### src/rtl/smfb_pkg.sv
package smfb_pkg;

  localparam int MAX_LEN   = 64;
  localparam int MAX_BATCH = 16;
  localparam int LEN_W     = 7;
  localparam int IDX_W     = $clog2(MAX_LEN);
  localparam int COL_W     = 4;
  localparam int CACHE_AW  = COL_W + IDX_W;
  localparam int E_W       = 17;
  localparam int SUM_W     = 23;
  localparam int NUM_W     = 34;
  localparam int Q_W       = 18;
  localparam int DOT_W     = 40;
  localparam int OUT_W     = 17;

  localparam logic REG_VLEN  = 1'b0;
  localparam logic REG_BATCH = 1'b1;

  localparam logic CMD_FWD = 1'b0;
  localparam logic CMD_BWD = 1'b1;

  typedef enum logic [4:0] {
    S_LOAD, S_CHECK,
    S_F1_RD, S_F1_EXP, S_F1_WAIT,
    S_F2_RD, S_F2_DIV, S_F2_WAIT,
    S_D1_RD, S_D1_MUL, S_D1_ACC,
    S_D2_RD, S_D2_DIFF, S_D2_MLO, S_D2_MHI, S_D2_SUM, S_D2_FIN,
    S_EMIT
  } state_t;

  // c_k = exp(-2^k/256) in Q0.32, each square rounded half up.
  function automatic logic [31:0] exp_step(input int k);
    logic [63:0] c;
    c = 64'hFF007FD5;
    for (int i = 0; i < k; i++) begin
      c = (c * c + 64'h8000_0000) >> 32;
    end
    return c[31:0];
  endfunction

  localparam logic [31:0] EXP_C [16] = '{
    exp_step(0),  exp_step(1),  exp_step(2),  exp_step(3),
    exp_step(4),  exp_step(5),  exp_step(6),  exp_step(7),
    exp_step(8),  exp_step(9),  exp_step(10), exp_step(11),
    exp_step(12), exp_step(13), exp_step(14), exp_step(15)
  };

endpackage

### src/rtl/smfb_exp.sv
module smfb_exp
  import smfb_pkg::*;
(
  input  logic           clk,
  input  logic           rst_n,
  input  logic           start,
  input  logic [15:0]    t,
  output logic           done,
  output logic [E_W-1:0] e
);

  logic [15:0] t_r;
  logic [32:0] r_r;
  logic [3:0]  k_r;
  logic        busy_r;
  logic        done_r;
  logic [64:0] prod;
  logic [64:0] prod_rnd;
  logic [32:0] r_rnd;

  assign prod     = r_r * {33'd0, EXP_C[k_r]};
  assign prod_rnd = prod + 65'h0_8000_0000;
  assign r_rnd    = r_r + 33'h8000;
  assign e        = r_rnd[32:16];
  assign done     = done_r;

  always_ff @(posedge clk) begin
    if (!rst_n) begin
      busy_r <= 1'b0;
      done_r <= 1'b0;
      k_r    <= '0;
    end else begin
      done_r <= 1'b0;
      if (start) begin
        busy_r <= 1'b1;
        k_r    <= '0;
        t_r    <= t;
        r_r    <= 33'h1_0000_0000;
      end else if (busy_r) begin
        if (t_r[k_r]) begin
          r_r <= prod_rnd[64:32];
        end
        k_r <= k_r + 4'd1;
        if (k_r == 4'd15) begin
          busy_r <= 1'b0;
          done_r <= 1'b1;
        end
      end
    end
  end

endmodule

### config.mk
export PLATFORM = sky130hd
export DESIGN_NAME = smfb_exp
export DESIGN_NICKNAME = d
export VERILOG_FILES = /design/src/rtl/smfb_pkg.sv /design/src/rtl/smfb_exp.sv
export SDC_FILE = /design/constraint.sdc
export NUM_CORES = 2
export LEC_CHECK = 0
export BUFFER_PORTS_ARGS = -buffer_cell sky130_fd_sc_hd__buf_4
export CORE_MARGIN = 2
export CORE_UTILIZATION = 57
export CTS_CLUSTER_SIZE = 28
export DETAILED_ROUTE_END_ITERATION = 10
export PLACE_DENSITY = 0.84
export SETUP_SLACK_MARGIN = 0.4
export SLEW_MARGIN = 10
export SYNTH_ARGS = -nofsm -noshare
export SYNTH_HDL_FRONTEND = slang
export SYNTH_SLANG_ARGS = --single-unit
### constraint.sdc
create_clock -name clk -period 10 [get_ports clk]
set_clock_uncertainty 0.05 [all_clocks]
set_input_delay 1 -clock clk [delete_from_list [all_inputs] [get_ports clk]]
set_output_delay 1 -clock clk [all_outputs]
set_load 0.02 [all_outputs]
# Yosys cells after proc, flatten, opt, wreduce, memory -nomap -nowiden
# Memory sizes are Yosys's and may differ from the RTL's.
# Index checks and enable logic that the tools add are counted.
[op_classes]
bitwise = 3
order_cmp = 2
eq_ne = 1
div_mod_pow = 0
n_mul = 1
shift = 0
n_reduce_logical = 6
add_sub_neg = 3
mux = 10
[op_table]
columns = ["operator", "count"]
rows = [
  ["33-bit two-way mux", 2],
  ["65-bit by 32-bit adder with 65-bit output (second input constant)", 1],
  ["33-bit by 32-bit multiplier with 65-bit output", 1],
  ["32-bit two-way mux", 2],
  ["33-bit by 16-bit adder with 33-bit output (second input constant)", 1],
  ["5-bit >= comparator (second input constant)", 1],
  ["4-bit by 5-bit < comparator with 1-bit output (second input constant)", 1],
  ["1-bit two-way mux", 5],
  ["4-bit inverter with 5-bit output", 1],
  ["4-bit by 1-bit adder with 4-bit output (second input constant)", 1],
  ["1-bit binary-select mux with 4-bit select", 1],
  ["4-bit equality test (second input constant)", 1],
  ["2-bit nonzero test", 2],
  ["3-bit AND reduction", 1],
  ["3-bit OR reduction", 1],
  ["1-bit inverter", 2],
  ["2-bit AND reduction", 1],
  ["2-bit OR reduction", 1],
]
[totals]
ff_bits = 55
latch_bits = 0
out_inout_bits = 18
mem_bits_rw = 0
elab_cells = 32
rom_bits = 512
input_bits = 19
mem_count = 1
[memory_table]
columns = ["name", "depth", "width", "read_ports", "rd_ports_with_merged_regs", "wr", "line_no", "source"]
rows = [
  ["(no name shown)", 16, 32, 1, 0, 0, "smfb_exp.sv:21", "assign prod = r_r * {33'd0, EXP_C[k_r]};"],
]

# Logic depth before layout (Yosys ltp)
[depth]
ltp_word = 8
ltp_mapped = 34
depth_no_buf = 32

# Worst setup path after synthesis
# Ideal clock, no wire load.
[synth_timing]
path_kind = "reg-to-reg"
start = "reg k_r[1]"
end = "reg r_r[25] (data pin)"
stages_incl_launch_ff = 31
synth_period_minus_slack_ns = 8.832
path_buffers = 4
setup_slack_ns = 1.168
arrival_ns = 8.522
required_ns = 9.690
setup_ns = 0.260
path_cell_list = "dfxtp_1 buf_2 inv_1 ha_1 o21ai_0 and2_1 clkbuf_1 buf_1 nand2_1 fa_1 inv_1 fa_1 fa_1 fa_1 fa_1 fa_1 fa_1 inv_1 fa_1 inv_1 ha_1 buf_2 nand4_1 nor4_1 o2111ai_1 a2111oi_2 nor3_4 a211oi_4 o31a_4 o22ai_1 mux2_4"
[synth_between]
elab_chain_len = 8
[synth_rtl]
columns = ["element", "line_no", "source"]
rows = [
  ["from (decl)", "smfb_exp.sv:14", "logic [3:0] k_r;"],
  ["from (signal assigned)", "smfb_exp.sv:43", "k_r <= k_r + 4'd1;"],
  ["4-bit inverter with 5-bit output (implied by the code)", "smfb_exp.sv:21", ""],
  ["memory 16 x 32 bit", "-", ""],
  ["32-bit two-way mux (implied by the code) (2 in series)", "smfb_exp.sv:21", ""],
  ["33-bit by 32-bit multiplier with 65-bit output", "smfb_exp.sv:21", ""],
  ["65-bit by 32-bit adder with 65-bit output", "smfb_exp.sv:22", "assign prod_rnd = prod + 65'h0_8000_0000;"],
  ["33-bit two-way mux", "smfb_exp.sv:40", "if (t_r[k_r]) begin"],
  ["33-bit two-way mux", "smfb_exp.sv:39", "end else if (busy_r) begin"],
  ["to (signal assigned)", "smfb_exp.sv:41", "r_r <= prod_rnd[64:32];"],
  ["to (decl)", "smfb_exp.sv:13", "logic [32:0] r_r;"],
]
# Every way passes these cells. The select of a mux whose other input is x is not followed.
# A chain may end at the register's enable or synchronous reset.

# Worst setup path after layout
[layout_timing]
start = "reg k_r[2]"
end = "reg r_r[29] (data pin)"
# The elaborated chain is that of the path after synthesis.

==> impl_metrics.ini <==
[clocking]
htree_levels = 2
cts_buffers = 5
path_clk_slew_ps = 80
insertion_delay_ps = 310
clock-sinks = 55
cts_tree = built
cts_buffer_depth = 2
root_buffer = clkbuf_16
cts_hold_buf = 0

[sta]
relSlewSlack_pct = 12.4
setup_violations = 0
worstMarginPinSlew_ps = 1310
fin_setup_tns_ps = 0
rsz0062_at_grt = true
final-max-slew-violation-count = 0
period_share_pct = 94.1
hold_violations = 0
period_needed_ps = 9410
fmax_mhz = 106

[critical_path]
critical_path.endpoint_type = flop
slowest_stage = inv_2
r2r_start = k_r[2]
crit_required_ps = 10010
r2r_slack_ps = 590
path_max_fanout = 21
critPathLaunch = k_r[2]
cp_common_cell = fa_1
start_kind = flop
r2r_cells = 25
path_class = flop to flop
cpPeakStageDelay_ps = 560
worstReg2RegEnd = r_r[29]
endpoint = r_r[29]
arrival_ps = 9420

[die]
die_h_um = 260
initial_core_util_pct = 57.8
die_x_um = 260
core_area_um2 = 64700
io_pins = 37
die-area_um2 = 67700
floorplan.rows = 93

[route]
route.detailed.drc = 0
detail-route-antenna-nets = 0
dr.max_layer_used = met5
dr.pass1.iters = 6
viasPerCell = 5.95
drt_iter0_drc = 2506
finalWirelength_um = 113000
route.met2.wl_um = 52100
route.met3.wl_um = 12700
met1_length_um = 38200
vias = 28700
detail_route.wl_per_cell_um = 23.5

[placed_design]
port_buffers = 36
place_hpwl_um = 86400
globalplace.congestion = 1.04

[logic_synthesis]
synth_nets = 5281
netlist_top_cells_area = fa_1 50%, ha_1 10%, inv_1 9.2%
synth_ff_type = edfxtp_1
ys_seq_elements = 55
ys_warn_count = 0
synth.avg_cell_area_um2 = 9.28
ys_top_cells_by_count = 926 x fa_1, 912 x inv_1, 516 x and2_1
synth_top_area_share_pct = 49.6
ys_seq_area_share_pct = 4.26
synth-edff-count = 49
netlist_area_um2 = 37400
async_flop_share_pct = 0
synth_cells = 4030
ys_types = 76
synth_largest_area_cell = fa_1
yosysMostFrequentCell = fa_1

[layout]
final_layout_size_suffix_gt1_share_pct = 5.75
area.growth.synth_to_final_pct = 4.98
final_net_count = 5212

[global_route]
grt_pass1_vias = 31800
grt_max_degree = 47
grt_util_all_layers_pct = 34.6
grt-ovfl-total = 0
grt_antenna_before_repair = 8
grt_pass1_wl_um = 177000

[hold_path]
min_path_cells = 2
min_path_type = flop to flop

[status]
status = finished, final reports clean

[flow_run]
max_cap_viol_count = 0
==> cells in the final DEF (no fill, tap or decap), types with 6 or more instances in the layout <==
master	instances
fa_1	926
inv_1	911
and2_1	516
nand2_1	392
ha_1	302
nor2b_1	190
buf_4	143
nor2_1	79
a21oi_1	73
edfxtp_1	49
o21ai_0	28
nand3_1	26
a21o_1	24
xnor2_1	24
and3_1	22
nand4_1	21
nor3_1	20
nand2b_1	19
xor2_1	13
o21bai_1	12
a21oi_2	8
o21ai_1	8
a31oi_1	7
mux2i_1	6
mux4_2	6
a211oi_1	6
o21a_1	6
buf_12	6
==> worst min path at each step <==
stage | to | slack [ps] | startpoint
floorplan | done | 560 | busy_r
global placement | done | 540 | busy_r
detailed placement | done | 560 | busy_r
CTS | done | 570 | busy_r
global route | done | 600 | busy_r
finish | done | 580 | busy_r
==> registers in the layout, indices dropped and copies added (netlist names) <==
register  count
done          1
t_r          16
r_r          33
busy_r        1
k_r           4
==> cell type report <==
class	count	area (um2)
Clock inverter	3	33.8
Multi-Input combinational cell	2833	31800
Antenna cell	3	7.51
Inverter	914	3430
Fill cell	5316	25400
Tap cell	855	1070
Clock buffer	5	125
Timing Repair Buffer	152	1230
Sequential cell	55	1600
==> critical path, delay by kind of cell (launching register included) <==
kind            cells  cell delay (ps)
mux                 1              320
fa+ha+maj           9             4230
flops               1              420
compound gates      8             2150
buf+inv             4             1050
simple gates        3              920
==> metal layers <==
layer  vias up  track usage (%)
li1      11700                -
met1     14500             41.7
met2      1833             55.8
met3       605             7.10
met4        10             24.7
met5         -                0
==> logic make-up (layout without fill, tap and decap cells) <==
group | Yosys count | count (layout) | share of synthesized area, %
flip-flops | 55 | 55 | 4.26
AND/OR/NAND/NOR | 1314 | 1314 | 18.8
AO/OA/AOI/OAI | 229 | 229 | 4.02
buffers and inverters | 1143 | 1074 | 11.5
adder cells (fa/ha/maj) | 1232 | 1232 | 59.8
multiplexers | 20 | 21 | 0.776
other | 0 | 3 | 0
XOR/XNOR | 37 | 37 | 0.867
==> per-stage QoR <==
step           std cells  hold WS [ps]  setup slack (ps)  cell area, um2  util, %
2_1_floorplan       4030           562              1170           37400        -
3_3_place_gp        4797           541               247           38800     60.0
3_5_place_dp        4797           556               171           38800     60.0
4_1_cts             4805           573               417           39000     60.3
5_1_grt             4818           605               355           39300     60.7
6_report            4820           575               586           39300     60.7
==> what timing repair did <==
action | 4_1_cts | 5_1_grt
pin swaps | 1 | 5
setup endpoints to repair | 4 | 21
gates cloned | 0 | 1
buffers inserted | 0 | 11
resized for setup | 2 | 25
endpoints found under the hold margin | 0 | 0
Power is not shown: default switching activity piles up to over one toggle a cycle in this logic, so the estimate is an artifact.
