$ cat src/rtl/smfb_ram.sv
module smfb_ram #(
  parameter int AW = 6,
  parameter int DW = 16
) (
  input  logic          clk,
  input  logic          we,
  input  logic [AW-1:0] waddr,
  input  logic [DW-1:0] wdata,
  input  logic [AW-1:0] raddr,
  output logic [DW-1:0] rdata
);

  logic [DW-1:0] mem [2**AW];

  always_ff @(posedge clk) begin
    if (we) begin
      mem[waddr] <= wdata;
    end
    rdata <= mem[raddr];
  end

endmodule

$ cat config.mk
export PLATFORM = sky130hd
export DESIGN_NAME = smfb_ram
export DESIGN_NICKNAME = d
export VERILOG_FILES = /design/src/rtl/smfb_ram.sv
export SDC_FILE = /design/constraint.sdc
export NUM_CORES = 1
export LEC_CHECK = 0
export BUFFER_PORTS_ARGS = -buffer_cell sky130_fd_sc_hd__buf_4
export CAP_MARGIN = 15
export CORE_ASPECT_RATIO = 0.7
export CORE_MARGIN = 2
export CORE_UTILIZATION = 55
export CTS_CLUSTER_SIZE = 10
export DETAILED_ROUTE_END_ITERATION = 8
export GPL_TIMING_DRIVEN = 0
export PLACE_DENSITY_LB_ADDON = 0.2
export SETUP_SLACK_MARGIN = 0.4
export SLEW_MARGIN = 25
export SYNTH_ARGS = -nofsm -noshare
export SYNTH_HDL_FRONTEND = slang
export SYNTH_SLANG_ARGS = --single-unit
$ cat constraint.sdc
create_clock -name clk -period 2.4 [get_ports clk]
set_input_delay 0.12 -clock clk [delete_from_list [all_inputs] [get_ports clk]]
set_output_delay 0.12 -clock clk [all_outputs]
set_load 0.01 [all_outputs]
## Word level (Yosys, flattened, before mapping)

Memories as Yosys holds them, arrays and structs flattened. A register that Yosys moved wholly into a read port is not among the register bits.
Index checks and enable logic that the tools add are counted.

- Multiplexer cells: 2

Operators with widths:

| kind | count |
|---|---|
| 2-to-1 mux 1 bit | 2 |

- Flip-flop bits (word level): 0
- Logic and storage cells: 3
- Memories kept: 1
- Bits in writable memories: 1,024

Memories:

| name | depth | bits a word | rd ports | clocked after Yosys merged registers in | write ports | RTL line | RTL |
|---|---|---|---|---|---|---|---|
| mem | 64 | 16 | 1 | 1 | 1 | 13 | `logic [DW-1:0] mem [2**AW];` |

## Depth between registers and ports, before layout

Gate-level depths: netlist of run 1.

- Depth in word-level cells: 2
- Mapped depth: 10
- Depth with buffers taken out: 5

## Worst setup path after synthesis of run 1

No wires, ideal clock.

- Path kind: input -> register
- Start: input port waddr[3]
- End: memory mem[48][0], enable pin
- Cell stages on the path: 4
- Buffers on the path: 1
- Slack: 0.245 ns
- Data arrival time: 1.746 ns
- Required time: 1.991 ns
- Library setup time: 0.409 ns
- Cells stage by stage: clkbuf_1 > nor2b_1 > nand4b_1 > nor3_1

RTL lines:

| element | RTL line | RTL |
|---|---|---|
| start, declared | 7 | `input logic [AW-1:0] waddr,` |
| end, declared | 13 |  |

No word-level cell before the write port.

## Final worst setup path of run 1

- Start: input port waddr[1]
- End: memory mem[35][4], enable pin

No word-level cell before the write port.

==> results_dict.tcl, run 1 <==
set metrics [dict create \
    outcome "finished, final reports clean" \
    diodes 0 \
    cp_num_buf_inv 2 \
    start_util_pct 55.8 \
    dpl.cell_count 2893 \
    final_common_cell "edfxtp_1" \
    hp-class "input port to flop" \
    synth_seq_area_share_pct 77.6 \
    cp-start-kind "input port" \
    num_io_pins 46 \
    crit_family "simple AND/OR/NAND/NOR gates" \
    p_total_mw 37.7 \
    place.gp.congestion 0.914 \
    rsz0062_at_grt "true" \
    grt_pass1_vias 19800 \
    syn_nets 1859 \
    p_int_mw 29.7 \
    postPlaceCellArea_sq_um 42500 \
    cts_buffers 114 \
    path_depth 5 \
    die_h_um 230 \
    p_per_area_nw_per_um2 819 \
    grt_pass1_wl_um 147000 \
    synthSimpleGateAreaFrac_pct 2.65 \
    synth_compound_area_share_pct 2.41 \
    whs_ns 0.0218 \
    synth_edf_count 1024 \
    post-route-util_pct 64.2 \
    ant_nets 0 \
    synth_fa_ha_area_share_pct 0 \
    async_flop_share_pct 0 \
    design_area_sq_um 46100 \
    synth_top_flop_cell "edfxtp_1" \
    io_buffers 38 \
    crit_chain "clkbuf_1 > nor2b_1 > nand3_1 > nor2_2 > buf_6" \
    drive_gt1_share_pct 31.1 \
    cts-root-buf "clkbuf_16" \
    cts.sinks 1040 \
    leakage_nw 14.5 \
    layout_common_cells "1024 x edfxtp_1, 220 x mux4_2, 115 x clkbuf_16, 86 x clkbuf_1, 70 x mux2i_1" \
    drt_first_pass_iters 5 \
    drc 0 \
    place_ws_ns -0.594 \
    cts_hold_buf 0 \
    setup_viol 0 \
    nets 2077 \
    clk_latency_ns 0.67 \
    htreeDepth 3 \
    worst_setup_path_end_kind "flop" \
    ys_warn_count 0 \
    drtIter0Drc 2858 \
    antenna_found_initial 2 \
    finalHoldViolCount 0 \
    synth_cells 1829 \
    fp.dieW_um 327 \
    power_frac_seq_pct 53.4 \
    vdd_drop_max_mv 0.702 \
    fin_ws_ns 0.167 \
    worstSetupPathType "input port to flop" \
    drv_cap 0 \
    fmaxAchievable_ghz 0.448 \
    viasPerCell 6.58 \
    die_area_sq_um 75000 \
    hpwl_um 67000 \
    synth_xor_area_share_pct 0 \
    p_switching_mw 8.08 \
    synthMuxAreaShare_pct 15.5 \
    report.final.slew_viol_count 0 \
    fin_crit_sh_pct 93.0 \
    cpPeakStageDelay_ns 0.72 \
    max-clock-path-buffers 3 \
    comb_power_share_pct 5.9 \
    wl_um 104000 \
    critPathArrivalTime_ns 2.59 \
    fin_cells 3079 \
    fin_setup_tns_ns 0 \
    grt_usage_pct 28.2 \
    synthesis.area_sq_um 40000 \
    grt_start_max_net_pins 65 \
    swShare_pct 21.4 \
    maxSlewHeadroom_pct 34.9 \
    worstPathRequired_ns 2.76 \
    clkPwrFrac_pct 40.7 \
    period_needed_ns 2.23 \
    worst_slew_pin_slew_ns 0.973 \
    synth_top_family_by_area "multiplexers" \
    crit_fanout 12 \
    grt.overflow.total 0 \
    ys_types 43 \
    vias 20300 \
    hold_path_depth 1 \
    clk_pin_slew_ns 0.06 \
    clock_skew_ns 0.0198 \
    cts_tree "yes" \
    cpMaxStageDelayCell "nand3_1" \
    wire_per_inst_um 33.7 \
    ys_ff_latch 1040 \
    synth.avg_cell_area_sq_um 21.9 \
    rows 82 \
    area_delta_synth_final_pct 15.1 \
    core_sq_um 71800 \
    rr_worst_depth 5 \
]
metal layers:
layer / track usage, % / vias up / part of all wire [%]
li1: - / 8125 / -
met1: 44.0 / 10700 / 42
met2: 38.4 / 1291 / 42
met3: 9.44 / 148 / 13
met4: 6.88 / 2 / 2.2
met5: 0 / - / 0.013
final timing paths:
path	start	end	slack (ns)
max	waddr[1]	mem[35][4]$_DFFE_PP_	0.17
min	wdata[5]	mem[23][5]$_DFFE_PP_	0.02
max reg2reg	mem[7][15]$_DFFE_PP_	rdata[15]$_DFF_P_	0.24
min reg2reg	mem[32][9]$_DFFE_PP_	rdata[9]$_DFF_P_	0.96
power by group through the flow:
stage | Clock [mW] | Sequential (mW) | Combinational, mW
after floorplan | 0 | 20.5 | 1.04
after global placement | 0 | 20.5 | 2.02
after detailed placement | 0 | 20.5 | 2.10
after CTS | 15.5 | 20.2 | 2.18
after global routing | 16.2 | 20.2 | 2.33
final | 15.3 | 20.2 | 2.24
repair_timing:
action                                  in CTS  in global routing
resized for setup                           51                 27
gates cloned                                 0                  0
pin swaps                                    6                  8
endpoints found under the setup margin     181                112
buffers inserted                             4                  0
flip-flops by register name, indices dropped and copies added, names as in the netlist:
signal and flops:
rdata 16, mem 1024
cell usage after synthesis (13+ instances only):
cell	number	share of area (%)
edfxtp_1	1024	77
buf_2	36	0.45
nand2_1	59	0.55
mux2i_1	85	2.1
mux4_2	220	12
nor2_1	72	0.67
dfxtp_1	16	0.80
clkbuf_1	24	0.22
a21oi_1	17	0.21
nor2b_1	30	0.47
a22oi_1	39	0.73
buf_4	13	0.24
nand3_1	24	0.30
a221oi_1	16	0.35
buf_6	17	0.48
mux2_2	27	0.76
cells by family (layout without fill, tap and decap cells):
kind of cell	Yosys count	in the layout
muxes	336	336
DFF	1040	1040
buffers and inverters	104	388
AOI/OAI and AO/OA	129	129
and+or+nand+nor	220	220
layout make-up:
cell class | instances | area, sq um
sequential | 1040 | 31100
fill | 4765 | 25700
multi-input combinational | 685 | 8810
clock buffer | 178 | 3110
tap | 966 | 1210
timing repair buffer | 102 | 1100
buffer | 104 | 742
clock inverter | 4 | 35.0
(Power assumes the default switching activity.)
==> run 2, diff against run 1 <==
--- a/config.mk
+++ b/config.mk
@@ -16,3 +16,2 @@
 export PLACE_DENSITY_LB_ADDON = 0.2
-export SETUP_SLACK_MARGIN = 0.4
 export SLEW_MARGIN = 25
--- a/constraint.sdc
+++ b/constraint.sdc
@@ -3,2 +3,2 @@
 set_output_delay 0.12 -clock clk [all_outputs]
-set_load 0.01 [all_outputs]
+set_load 0.1 [all_outputs]
==> run 2 against run 1 <==
- the flow now finishes with violations (negative setup slack)
- core utilization down 0.51 points
- combinational power up 7%
- sequential share of layout area up 0.54 points
- critical endpoint is now rdata[9]$_DFF_P_
- largest power group unchanged
- highest routed layer is now met4
==> results_dict.tcl, run 2 (same netlist as run 1, synthesis figures left out) <==
set metrics [dict create \
    design_area_sq_um 45700 \
    grt.overflow.total 0 \
    swShare_pct 21.7 \
    wire_per_inst_um 33.4 \
    cts_buffers 114 \
    clk_latency_ns 0.68 \
    num_io_pins 46 \
    clkPwrFrac_pct 40.6 \
    cts-root-buf "clkbuf_16" \
    drt_first_pass_iters 5 \
    layout_common_cells "1024 x edfxtp_1, 220 x mux4_2, 117 x clkbuf_16, 84 x mux2i_1, 82 x clkbuf_1" \
    place.gp.congestion 0.892 \
    drv_cap 0 \
    nets 2075 \
    wl_um 103000 \
    fp.dieW_um 327 \
    crit_fanout 10 \
    ant_nets 0 \
    vias 20200 \
    rows 82 \
    largest_reg_flops 1024 \
    report.final.slew_viol_count 0 \
    htreeDepth 3 \
    cts_resized 0 \
    p_int_mw 29.8 \
    max-clock-path-buffers 3 \
    core_sq_um 71800 \
    reg_top3 "mem (1024), rdata (16)" \
    viasPerCell 6.57 \
    fmaxAchievable_ghz 0.408 \
    leakage_nw 14.5 \
    io_buffers 38 \
    worst_setup_path_end_kind "flop" \
    fin_crit_sh_pct 102 \
    power_frac_seq_pct 53.0 \
    clock_skew_ns 0.0204 \
    grt_usage_pct 27.7 \
    drive_gt1_share_pct 29.4 \
    cts.sinks 1040 \
    finalHoldViolCount 0 \
    grt_pass1_vias 19500 \
    area_delta_synth_final_pct 14.2 \
    grt_pass1_wl_um 145000 \
    antenna_found_initial 4 \
    worst_slew_pin_slew_ns 1.03 \
    p_switching_mw 8.24 \
    worstSetupPathType "input port to flop" \
    worstPathRequired_ns 2.93 \
    cp-start-kind "input port" \
    p_per_area_nw_per_um2 831 \
    clk_pin_slew_ns 0.05 \
    drtIter0Drc 3062 \
    violations "negative setup slack" \
    top_register "mem" \
    rsz0062_at_grt "false" \
    grt_start_max_net_pins 65 \
    outcome "finished with violations" \
    vdd_drop_max_mv 0.665 \
    hpwl_um 66400 \
    comb_power_share_pct 6.3 \
    die_area_sq_um 75000 \
    drc 0 \
    final_common_cell "edfxtp_1" \
    setup_viol 2 \
    maxSlewHeadroom_pct 31.3 \
    die_h_um 230 \
    cts_setup_buffers 0 \
    critPathArrivalTime_ns 2.97 \
    hp-class "input port to flop" \
    whs_ns 0.0170 \
    fin_ws_ns -0.0486 \
    postPlaceCellArea_sq_um 42500 \
    period_needed_ns 2.45 \
    cts_tree "yes" \
    start_util_pct 55.8 \
    cts_hold_buf 0 \
]
==> run 2: through the flow <==
stage	total power [mW]	std cells	utilization [%]	worst slack (ns)	TNS [ns]
after CTS	38.1	3074	63.6	0.0746	0
after global placement	22.8	2833	57.8	-1.25	-557.28
after global routing	39.0	3075	63.6	0.0236	0
after detailed placement	22.9	2894	59.2	-0.549	-87.79
final	38.0	3076	63.7	-0.0486	-0.0920
after floorplan	21.8	1829	-	0.245	0
==> run 2: layer usage <==
layer | global-route usage [%] | share of wire, % | vias up
met3 | 9.91 | 14 | 115
met1 | 43.0 | 42 | 10700
met4 | 5.32 | 1.7 | 0
met2 | 38.5 | 43 | 1312
met5 | 0 | 0 | -
li1 | - | - | 8113
==> run 2: worst max-delay path, stage by stage <==
cell and delay [ns]:
buf_2 0.22, buf_4 0.24, buf_2 0.55, mux4_2 0.41
mux2i_1 0.51, a22oi_1 0.19, a31oi_1 0.58, a311oi_1 0.13
==> run 2: power groups by stage <==
stage                     Sequential, mW  Combinational (mW)  Clock (mW)
after global placement              20.5                2.28           0
after detailed placement            20.5                2.36           0
final                               20.2                2.40        15.4
after floorplan                     20.8                1.04           0
after CTS                           20.2                2.37        15.6
after global routing                20.2                2.48        16.3
==> run 2: path summary, 6_finish.rpt <==
| kind | slack [ns] | cells after the start | start | end |
|---|---|---|---|---|
| worst max-delay path | -0.05 | 8 | raddr[2] | rdata[9]$_DFF_P_ |
| worst min-delay path | 0.02 | 1 | wdata[3] | mem[3][3]$_DFFE_PP_ |
| worst min register to register | 0.98 | 3 | mem[37][13]$_DFFE_PP_ | rdata[13]$_DFF_P_ |
| worst max register to register | -0.02 | 5 | mem[23][11]$_DFFE_PP_ | rdata[11]$_DFF_P_ |
==> run 2: final cells by class <==
class,count,area [sq um]
Fill cell,4776,26100
Buffer,104,733
Clock buffer,177,3170
Multi-Input combinational cell,685,8440
Timing Repair Buffer,100,1060
Sequential cell,1040,31100
Clock inverter,3,25.0
Tap cell,966,1210
Antenna cell,1,2.50
