File: config.mk
export PLATFORM = sky130hd
export DESIGN_NAME = smfb_div
export DESIGN_NICKNAME = d
export VERILOG_FILES = /design/src/rtl/smfb_pkg.sv /design/src/rtl/smfb_div.sv
export SDC_FILE = /design/constraint.sdc
export NUM_CORES = 1
export LEC_CHECK = 0
export BUFFER_PORTS_ARGS = -buffer_cell sky130_fd_sc_hd__buf_2
export CAP_MARGIN = 15
export CORE_MARGIN = 5
export CORE_UTILIZATION = 60
export DETAILED_ROUTE_END_ITERATION = 12
export PLACE_DENSITY_LB_ADDON = 0.15
export REMOVE_ABC_BUFFERS = 1
export SLEW_MARGIN = 20
export SYNTH_ARGS = -nofsm -noshare
export SYNTH_HDL_FRONTEND = slang
export SYNTH_SLANG_ARGS = --single-unit
File: constraint.sdc
create_clock -name clk -period 8.8 [get_ports clk]
set_clock_uncertainty 0.15 [all_clocks]
set_input_delay 1.32 -clock clk [delete_from_list [all_inputs] [get_ports clk]]
set_output_delay 1.32 -clock clk [all_outputs]
set_load 0.02 [all_outputs]
File: src/rtl/smfb_pkg.sv
package smfb_pkg;

  localparam int MAX_LEN   = 64;
  localparam int MAX_BATCH = 16;
  localparam int LEN_W     = 7;
  localparam int IDX_W     = $clog2(MAX_LEN);
  localparam int COL_W     = 4;
  localparam int CACHE_AW  = COL_W + IDX_W;
  localparam int E_W       = 17;
  localparam int SUM_W     = 23;
  localparam int NUM_W     = 34;
  localparam int Q_W       = 18;
  localparam int DOT_W     = 40;
  localparam int OUT_W     = 17;

  localparam logic REG_VLEN  = 1'b0;
  localparam logic REG_BATCH = 1'b1;

  localparam logic CMD_FWD = 1'b0;
  localparam logic CMD_BWD = 1'b1;

  typedef enum logic [4:0] {
    S_LOAD, S_CHECK,
    S_F1_RD, S_F1_EXP, S_F1_WAIT,
    S_F2_RD, S_F2_DIV, S_F2_WAIT,
    S_D1_RD, S_D1_MUL, S_D1_ACC,
    S_D2_RD, S_D2_DIFF, S_D2_MLO, S_D2_MHI, S_D2_SUM, S_D2_FIN,
    S_EMIT
  } state_t;

  // c_k = exp(-2^k/256) in Q0.32, each square rounded half up.
  function automatic logic [31:0] exp_step(input int k);
    logic [63:0] c;
    c = 64'hFF007FD5;
    for (int i = 0; i < k; i++) begin
      c = (c * c + 64'h8000_0000) >> 32;
    end
    return c[31:0];
  endfunction

  localparam logic [31:0] EXP_C [16] = '{
    exp_step(0),  exp_step(1),  exp_step(2),  exp_step(3),
    exp_step(4),  exp_step(5),  exp_step(6),  exp_step(7),
    exp_step(8),  exp_step(9),  exp_step(10), exp_step(11),
    exp_step(12), exp_step(13), exp_step(14), exp_step(15)
  };

endpackage

File: src/rtl/smfb_div.sv
module smfb_div
  import smfb_pkg::*;
(
  input  logic             clk,
  input  logic             rst_n,
  input  logic             start,
  input  logic [NUM_W-1:0] num,
  input  logic [SUM_W-1:0] den,
  output logic             done,
  output logic [Q_W-1:0]   quo
);

  logic [NUM_W-1:0] num_r;
  logic [SUM_W-1:0] den_r;
  logic [SUM_W:0]   rem_r;
  logic [Q_W-1:0]   q_r;
  logic [5:0]       cnt_r;
  logic             busy_r;
  logic             done_r;
  logic [SUM_W:0]   trial;
  logic             fits;

  assign trial = {rem_r[SUM_W-1:0], num_r[NUM_W-1]};
  assign fits  = trial >= {1'b0, den_r};
  assign done  = done_r;
  assign quo   = q_r;

  always_ff @(posedge clk) begin
    if (!rst_n) begin
      busy_r <= 1'b0;
      done_r <= 1'b0;
      cnt_r  <= '0;
    end else begin
      done_r <= 1'b0;
      if (start) begin
        busy_r <= 1'b1;
        num_r  <= num;
        den_r  <= den;
        rem_r  <= '0;
        q_r    <= '0;
        cnt_r  <= 6'(NUM_W);
      end else if (busy_r) begin
        rem_r <= fits ? trial - {1'b0, den_r} : trial;
        q_r   <= {q_r[Q_W-2:0], fits};
        num_r <= {num_r[NUM_W-2:0], 1'b0};
        cnt_r <= cnt_r - 6'd1;
        if (cnt_r == 6'd1) begin
          busy_r <= 1'b0;
          done_r <= 1'b1;
        end
      end
    end
  end

endmodule

---- Word-level counts from Yosys, hierarchy flattened ----
Cells that the tools add are included.
storage, ports and cells
  register bits ........................... 106
  bits of input ports ..................... 60
  output and inout port bits .............. 19
  logic and storage cells ................. 30
operators by class
  bitwise logic cells ..................... 2
  muxes and demuxes ....................... 11
  eq/ne operators ......................... 1
  order comparisons ....................... 1
  $add $sub $neg .......................... 2
  reductions and logical operators ........ 5
operator list
  kind                                                                count
  34-bit 2-to-1 mux                                                   2
  23-bit 2-to-1 mux                                                   2
  24-bit by 23-bit greater-or-equal comparator with 1-bit output      1
  23-bit subtractor                                                   1
  18-bit 2-to-1 mux                                                   1
  6-bit 2-to-1 mux                                                    2
  6-bit by 1-bit == test with 1-bit output, second input constant     1
  6-bit by 1-bit subtractor with 6-bit output, second input constant  1
  1-bit 2-to-1 mux                                                    4
  2-bit AND reduction                                                 2
  3-bit OR reduction                                                  1
  1-bit NOT                                                           2
  2-bit nonzero test                                                  1
  2-bit OR reduction                                                  1

---- Depth between registers and ports, before layout ----
Gate-level depths: netlist of the first run.
  word-level depth ........................ 4
  gate-level depth with buffers ........... 13
  gate-level depth less buffers ........... 11

---- Worst setup path after synthesis of the first run ----
OpenSTA, ideal clock, no wires.
  path kind ............................... input-to-reg
  start point ............................. in start
  end point ............................... reg num_r[0] (enable)
  path slack .............................. 4.646 ns
  stages .................................. 3
  arrival time ............................ 3.564 ns
  cell sequence ........................... clkbuf_1 clkbuf_1 o21a_1
on the way
  cells in the longest elaborated chain, start to end .. 2
ends and longest elaborated chain
  element                               line            text
  from (decl)                           smfb_div.sv:6   input logic start,
  2-bit nonzero test (no source line)   n/a
  2-bit AND reduction (no source line)  n/a
  to (signal assigned)                  smfb_div.sv:37  num_r <= num;
  to (signal assigned)                  smfb_div.sv:45  num_r <= {num_r[NUM_W-2:0], 1'b0};
  to (decl)                             smfb_div.sv:13  logic [NUM_W-1:0] num_r;
Every way passes these cells.
A chain may end at the register's enable or synchronous reset.

---- Final worst setup path of the first run ----
  start point ............................. reg num_r[33]
  end point ............................... reg rem_r[19], data pin
on the way
  cells in the longest elaborated chain, start to end .. 3
  elaborated cells on any way between the ends .. 4
  those cells by class .................... add/sub (1); order compare (1); mux (2)
ends and longest elaborated chain
  element                                                                                                     line                            text
  23-bit subtractor / 24-bit by 23-bit greater-or-equal comparator with 1-bit output (equally long branches)  smfb_div.sv:43, smfb_div.sv:24
  23-bit 2-to-1 mux *                                                                                         smfb_div.sv:43                  rem_r <= fits ? trial - {1'b0, den_r} : trial;
  23-bit 2-to-1 mux *                                                                                         smfb_div.sv:42                  end else if (busy_r) begin
  to (signal assigned)                                                                                        smfb_div.sv:43
  to (decl)                                                                                                   smfb_div.sv:15                  logic [SUM_W:0] rem_r;
Mark *: on every way between the ends. The rest lies on a longest branch, timed or not. The select of a mux whose other input is x is not followed.

==> implementation parameters, run 1 <==
Parameter                              Value

Synth
  Gate Count Post-Synth ... ~450
  Share of the yosys chip area belonging to registers ... approximately 57%
  Top FF cell, synth ... sky130_fd_sc_hd__edfxtp_1
  Top cell type's share of synthesized area ... between 50% and 60%
  Number of distinct library cells after synthesis ... between 50 and 60
  Cell area after synthesis ... around 5400 sq um
  Dominant cell by count in the synthesized netlist ... sky130_fd_sc_hd__edfxtp_1
  Number of storage elements in the synthesis netlist ... 106
  Async SR Flop Fraction ... 0%
  Top cells by area, synth ... sky130_fd_sc_hd__edfxtp_1 (54%), sky130_fd_sc_hd__mux2_2 (6.9%), sky130_fd_sc_hd__ha_1 (5.8%), sky130_fd_sc_hd__dfxtp_1 (3.0%), sky130_fd_sc_hd__nand2_1 (2.8%)
  Total number of yosys warnings ... 0
  Most frequent cells after synthesis ... sky130_fd_sc_hd__edfxtp_1 (98), sky130_fd_sc_hd__nand2_1 (40), sky130_fd_sc_hd__mux2_2 (33)
  Cell taking the most area after synthesis ... sky130_fd_sc_hd__edfxtp_1
  Number of flops mapped to enable cells by yosys ... between 90 and 100
  Synthesized area divided by synthesized cell count ... 12.0 sq um

GRT
  Wire length of the first global-routing pass ... 16.4 mm
  Vias in the first global route ... 3642
  Antenna violations before repair ... 0
  Largest net degree at the start of global routing ... 79
  Remaining Overflow, GRT ... 0
  Aggregate global-route resource usage ... between 10% and 20%

Finish
  Share of post-route cells with drive strength above 1 ... between 20% and 30%
  Fill cell count ... 647
  # diodes ... 0
  Final core utilization ... 69.5%
  Final std cells w/o fill ... ~640
  Syn-to-layout area delta ... 12.7%
  # nets final ... 610

Worst setup path
  Crit path DAT ... ~3500 ps
  Critical-path cell with the highest stage delay ... sky130_fd_sc_hd__or4_1
  Kind of end point of the critical path ... flop
  Largest stage delay on the critical path ... around 580 ps
  Type of the setup path with the least slack ... reg2reg
  Max FO, Critical Path ... 21
  Launching element type of the critical path ... flop
  Critical path cell sequence ... inv_1 -> ha_1 -> fa_1 -> nor2b_1 -> o2111ai_1 -> a31oi_1 -> or2_1 -> a21oi_1 -> a21o_1 -> or4_1 -> nand3_1
  Critical path required time ... a little under 9000 ps

Timing
  Least-Margin Pin Slew ... ~1000 ps
  Unrepaired setup endpoints after global routing ... no
  Top achievable clock speed ... 0.297 GHz
  Minimum period implied by the final worst setup slack ... around 3400 ps
  Final-report hold violation count ... 0
  Fin worst setup slack ... 5430 ps
  Max-slew violation count ... 0
  Setup TNS after final layout ... 0 ps
  Share of the clock period used by the worst path ... between 30% and 40%
  Slew Limit Headroom ... 30.8%
  Final Setup Violations ... 0

Die
  Initial Util ... around 62%
  Y dimension of the die ... approximately 100 um
  Die Wd ... ~100 um
  Count of boundary I/O pins ... 79
  Number of rows created at floorplan ... 34
  Overall die area ... about 11000 sq um
  Floorplan Core Area ... ~9000 sq um

CTS
  Maximum clock insertion buffer count ... 2
  Post-CTS Setup Repair Bufs ... 0
  PostCTS Resize Cnt ... 0
  Post-CTS clock slew at the launch and capture registers of the worst setup and hold paths ... 120 ps
  Cts hold-fix bufs ... 0
  Number of sinks driven by the clock tree ... around 110
  CTS tree ... done
  Clock network latency to the later pin of the worst-skew pair ... around 370 ps
  Cell at the root of the clock tree ... sky130_fd_sc_hd__clkbuf_8
  Cts bufs inserted ... 9
  CTS H-Tree Depth ... 3

Pwr
  Worst IR drop on VDD ... approximately 110 uV
  Leakage dissipation ... between 2 and 2.5 nW
  Total power density per cell area ... slightly below 200 nW/um^2

Placed design
  DPL Wire Length ... ~6.6 mm
  Weighted congestion reported at the end of routability-driven placement ... just under 0.9
  Total instance count after detailed placement ... 621
  Pre-CTS setup slack ... approximately 5200 ps
  Port buffer count ... 78

Drt
  Routed wire length per instance ... around 15 um
  Number of vias per cell ... approximately 5.6
  Number of detailed-route iterations in the first pass ... 5
  Post-route DRC ... 0
  Antenna viol nets, final ... 0
  Detailed Route WL ... 9.70 mm
  DR vias ... 3565
  Iteration-0 DRC Markers ... approximately 160

Hold path
  Worst min path class ... reg2reg

Status
  Outcome ... complete, no violations

Run
  Reported max-cap violation count ... 0
## critical path, delay by kind of cell (launching register included)
| family | cells | cell delay, ps |
|---|---|---|
| simple gates | 4 | 1050 |
| buf+inv | 1 | 50 |
| compound gates | 4 | 990 |
| fa+ha+maj | 2 | 620 |
| flops | 1 | 360 |
## layout make-up
cell class / count / area [sq um] / share of cell area [%]
clock buffer: 9 / 124 / 2.03
clock inverter: 7 / 86.3 / 1.42
inverter: 30 / 113 / 1.85
multi-input combinational: 298 / 2130 / 35.0
sequential: 106 / 3100 / 51.0
tap: 108 / 135 / 2.22
timing repair buffer: 79 / 398 / 6.53
## path summary, 6_finish.rpt
path / to / startpoint / slack, ps / cells past startpoint
worst max-delay path: rem_r[19]$_SDFFCE_PP0P_ / num_r[33]$_DFFE_PP_ / 5430 / 11
worst min-delay path: num_r[3]$_DFFE_PP_ / num_r[2]$_DFFE_PP_ / 410 / 1
worst max register to register: rem_r[19]$_SDFFCE_PP0P_ / num_r[33]$_DFFE_PP_ / 5430 / 11
worst min register to register: num_r[3]$_DFFE_PP_ / num_r[2]$_DFFE_PP_ / 410 / 1
## kinds of logic (layout without fill, tap and decap cells)
family,after synthesis,in the layout,share of synthesized area [%]
buffers and inverters,45,125,3.38
adder cells (fa/ha/maj),26,26,6.16
AND/OR/NAND/NOR,128,128,11.9
AO/OA/AOI/OAI,90,90,10.8
flip-flops,106,106,57.4
multiplexers,33,33,6.88
XOR/XNOR,21,21,3.41
## cell usage in the layout (no fill, tap or decap), drive strengths merged, types with 3 or more instances in the layout
cell / count
a21oi: 29
a31oi: 5
o21a: 5
and2: 3
buf: 79
a211oi: 10
clkbuf: 9
inv: 33
ha: 25
a21o: 14
xor2: 7
nor3: 6
o211ai: 3
edfxtp: 98
nor2b: 21
nand2: 41
nand3: 10
nor2: 25
mux2: 33
dfxtp: 8
a21boi: 4
o21ai: 13
xnor2: 14
nand4: 5
## power breakdown
group	total [mW]	switching, mW	internal (mW)	leakage [nW]
combinational	0.268	0.156	0.112	1.36
sequential	0.616	0.0157	0.600	1.01
clock	0.311	0.174	0.137	0.103
total	1.19	0.345	0.849	2.47
## routing by layer
metal	wire, um	track usage (%)	part of all wire (%)	up-vias
met3	581	4.69	6.0	14
met1	4300	22.8	44	1662
met2	4690	30.4	48	99
met5	0	0	0	-
met4	129	5.57	1.3	0
li1	-	-	-	1790
## sequential cells by signal (all words and copies together) (netlist names)
name    count
busy_r      1
cnt_r       6
den_r      23
done        1
num_r      34
quo        18
rem_r      23
## metrics by stage
step	total power, mW	area [sq um]	hold WS (ps)
after floorplan	0.821	5330	358
after global placement	0.885	5870	379
after detailed placement	0.893	5880	383
after CTS	1.20	6090	409
after global routing	1.26	6090	428
final	1.19	6090	407
Power figures use the tool's default switching activity.
==> inputs of run 2 (changes only) <==
- CORE_UTILIZATION: 60 -> 57
- clock period: 8.8 -> 3.16 ns (I/O delays scaled with it)
==> implementation parameters, run 2 (synthesis gave the netlist of run 1 again) <==
Parameter                              Value

Timing
  Setup TNS after final layout ... 0 ps
  Slew Limit Headroom ... around half
  Minimum period implied by the final worst setup slack ... approximately 3000 ps
  Share of the clock period used by the worst path ... 94.2%
  Top achievable clock speed ... around 0.34 GHz
  Least-Margin Pin Slew ... 758 ps
  Unrepaired setup endpoints after global routing ... no
  Final Setup Violations ... 0
  Worst slack on hold paths ... between 100 and 150 ps
  Final-report hold violation count ... 0
  Max-slew violation count ... 0

Worst setup path
  Register-to-Register Path Depth ... 11
  Max FO, Critical Path ... 8
  Worst setup startpoint ... num_r[33]$_DFFE_PP_
  Critical path cell sequence ... inv_1 -> ha_1 -> fa_2 -> nor2b_2 -> o2111ai_2 -> a31oi_2 -> or2_4 -> a21oi_1 -> a21o_2 -> or4_1 -> nand3_1
  Buffers and inverters on the worst path ... 1
  Launching element type of the critical path ... flop
  Largest stage delay on the critical path ... approximately 500 ps
  Type of the setup path with the least slack ... reg2reg
  Crit path DAT ... approximately 3100 ps
  Kind of end point of the critical path ... flop
  Critical path required time ... 3250 ps
  Top Family by Delay on Critical Path ... simple AND/OR/NAND/NOR gates
  Critical-path cell with the highest stage delay ... sky130_fd_sc_hd__or4_1
  Number of gates on the worst path with buffers counted ... 11
  Crit Reg-Reg Startpoint ... num_r[33]$_DFFE_PP_

Pwr
  Leakage dissipation ... approximately 2.5 nW
  Total power density per cell area ... 542 nW/um^2
  Worst IR drop on VDD ... ~340 uV

Die
  Y dimension of the die ... about 110 um
  Die Wd ... 107 um
  Count of boundary I/O pins ... between 70 and 80
  Overall die area ... between 10000 and 15000 sq um
  Floorplan Core Area ... 9240 sq um
  Initial Util ... between 50% and 60%
  Number of rows created at floorplan ... 35

GRT
  Vias in the first global route ... ~3600
  Wire length of the first global-routing pass ... between 15 and 20 mm
  Largest net degree at the start of global routing ... 52
  Antenna violations before repair ... 0
  Remaining Overflow, GRT ... 0
  Aggregate global-route resource usage ... approximately a fifth

CTS
  Post-CTS clock slew at the launch and capture registers of the worst setup and hold paths ... between 100 and 150 ps
  PostCTS Resize Cnt ... 0
  Maximum clock insertion buffer count ... 2
  Number of sinks driven by the clock tree ... around 110
  CTS tree ... done
  Cell at the root of the clock tree ... sky130_fd_sc_hd__clkbuf_8
  Clock network latency to the later pin of the worst-skew pair ... 380 ps
  Cts hold-fix bufs ... 0
  Cts bufs inserted ... 9
  CTS H-Tree Depth ... 3
  Post-CTS Setup Repair Bufs ... 0

Hold path
  Worst min path class ... in2reg
  Critical hold path startpoint ... den[19]
  Depth of the worst hold-timing path ... 1

Drt
  Detailed Route WL ... ~10 mm
  DR vias ... approximately 3700
  Iteration-0 DRC Markers ... 166
  Routed wire length per instance ... between 15 and 20 um
  Antenna viol nets, final ... 0
  Number of detailed-route iterations in the first pass ... 5
  Post-route DRC ... 0
  Number of vias per cell ... between 5 and 6

Placed design
  Total instance count after detailed placement ... 650
  DPL Wire Length ... about 7.4 mm
  Weighted congestion reported at the end of routability-driven placement ... between 0.8 and 0.9
  Area of placed instances ... between 5000 and 6000 sq um
  Port buffer count ... 78

Finish
  Flip-flop count of the largest register after layout ... 34
  Register bank with the most flops ... num_r
  Most common library cell in the layout ignoring fill and taps ... sky130_fd_sc_hd__edfxtp_1
  # diodes ... 0
  Final std cells w/o fill ... 666
  Leading cell types in the layout, fill and taps excluded ... sky130_fd_sc_hd__edfxtp_1 (98), sky130_fd_sc_hd__buf_2 (78), sky130_fd_sc_hd__nand2_1 (40), sky130_fd_sc_hd__mux2_2 (33), sky130_fd_sc_hd__inv_1 (30)
  Fill cell count ... a little over 700
  Syn-to-layout area delta ... 14.6%
  Largest registers ... num_r (34), den_r (23), rem_r (23)
  Design area ... about 6200 sq um
  # nets final ... roughly 620
  Share of post-route cells with drive strength above 1 ... between 20% and 30%
  Final core utilization ... roughly 67%

Status
  Outcome ... complete, no violations

Run
  Reported max-cap violation count ... 0
-- run 2: metrics by stage --
step                      total power, mW  setup WS [ps]
final                                3.36            184
after global placement               2.49            223
after detailed placement             2.51           95.3
after floorplan                      2.29            144
after CTS                            3.38           60.1
after global routing                 3.55           18.9
-- run 2: layout make-up --
type / instances / area (sq um) / area share [%]
Sequential cell: 106 / 3100 / 50.1
Multi-Input combinational cell: 298 / 2140 / 34.6
Timing Repair Buffer: 87 / 470 / 7.60
Tap cell: 129 / 161 / 2.61
Clock buffer: 10 / 128 / 2.06
Inverter: 30 / 113 / 1.82
Clock inverter: 6 / 72.6 / 1.17
-- run 2: final timing paths --
kind / endpoint / slack, ps
min reg2reg: num_r[32]$_DFFE_PP_ / 410
max: rem_r[19]$_SDFFCE_PP0P_ / 180
max reg2reg: rem_r[19]$_SDFFCE_PP0P_ / 180
min: den_r[19]$_DFFE_PP_ / 110
-- run 2: where the power goes --
group	internal [mW]	switching, mW
Combinational	0.340	0.447
Sequential	1.67	0.0455
Clock	0.377	0.478
Total	2.39	0.970
-- run 2: layer usage --
| layer | GRT usage (%) | up-vias | share of wire (%) |
|---|---|---|---|
| met5 | 0 | - | 0 |
| met4 | 7.03 | 0 | 1.5 |
| met3 | 3.96 | 16 | 6.3 |
| met2 | 30.2 | 96 | 48 |
| met1 | 25.6 | 1743 | 44 |
| li1 | - | 1804 | - |
-- run 2: worst register-to-register path: cells and delay by family (launching register included) --
family	cells	cell delay, ps
AND/OR/NAND/NOR	4	930
flip-flops	1	370
AO/OA/AOI/OAI	4	770
adder cells (fa/ha/maj)	2	590
buffers and inverters	1	50
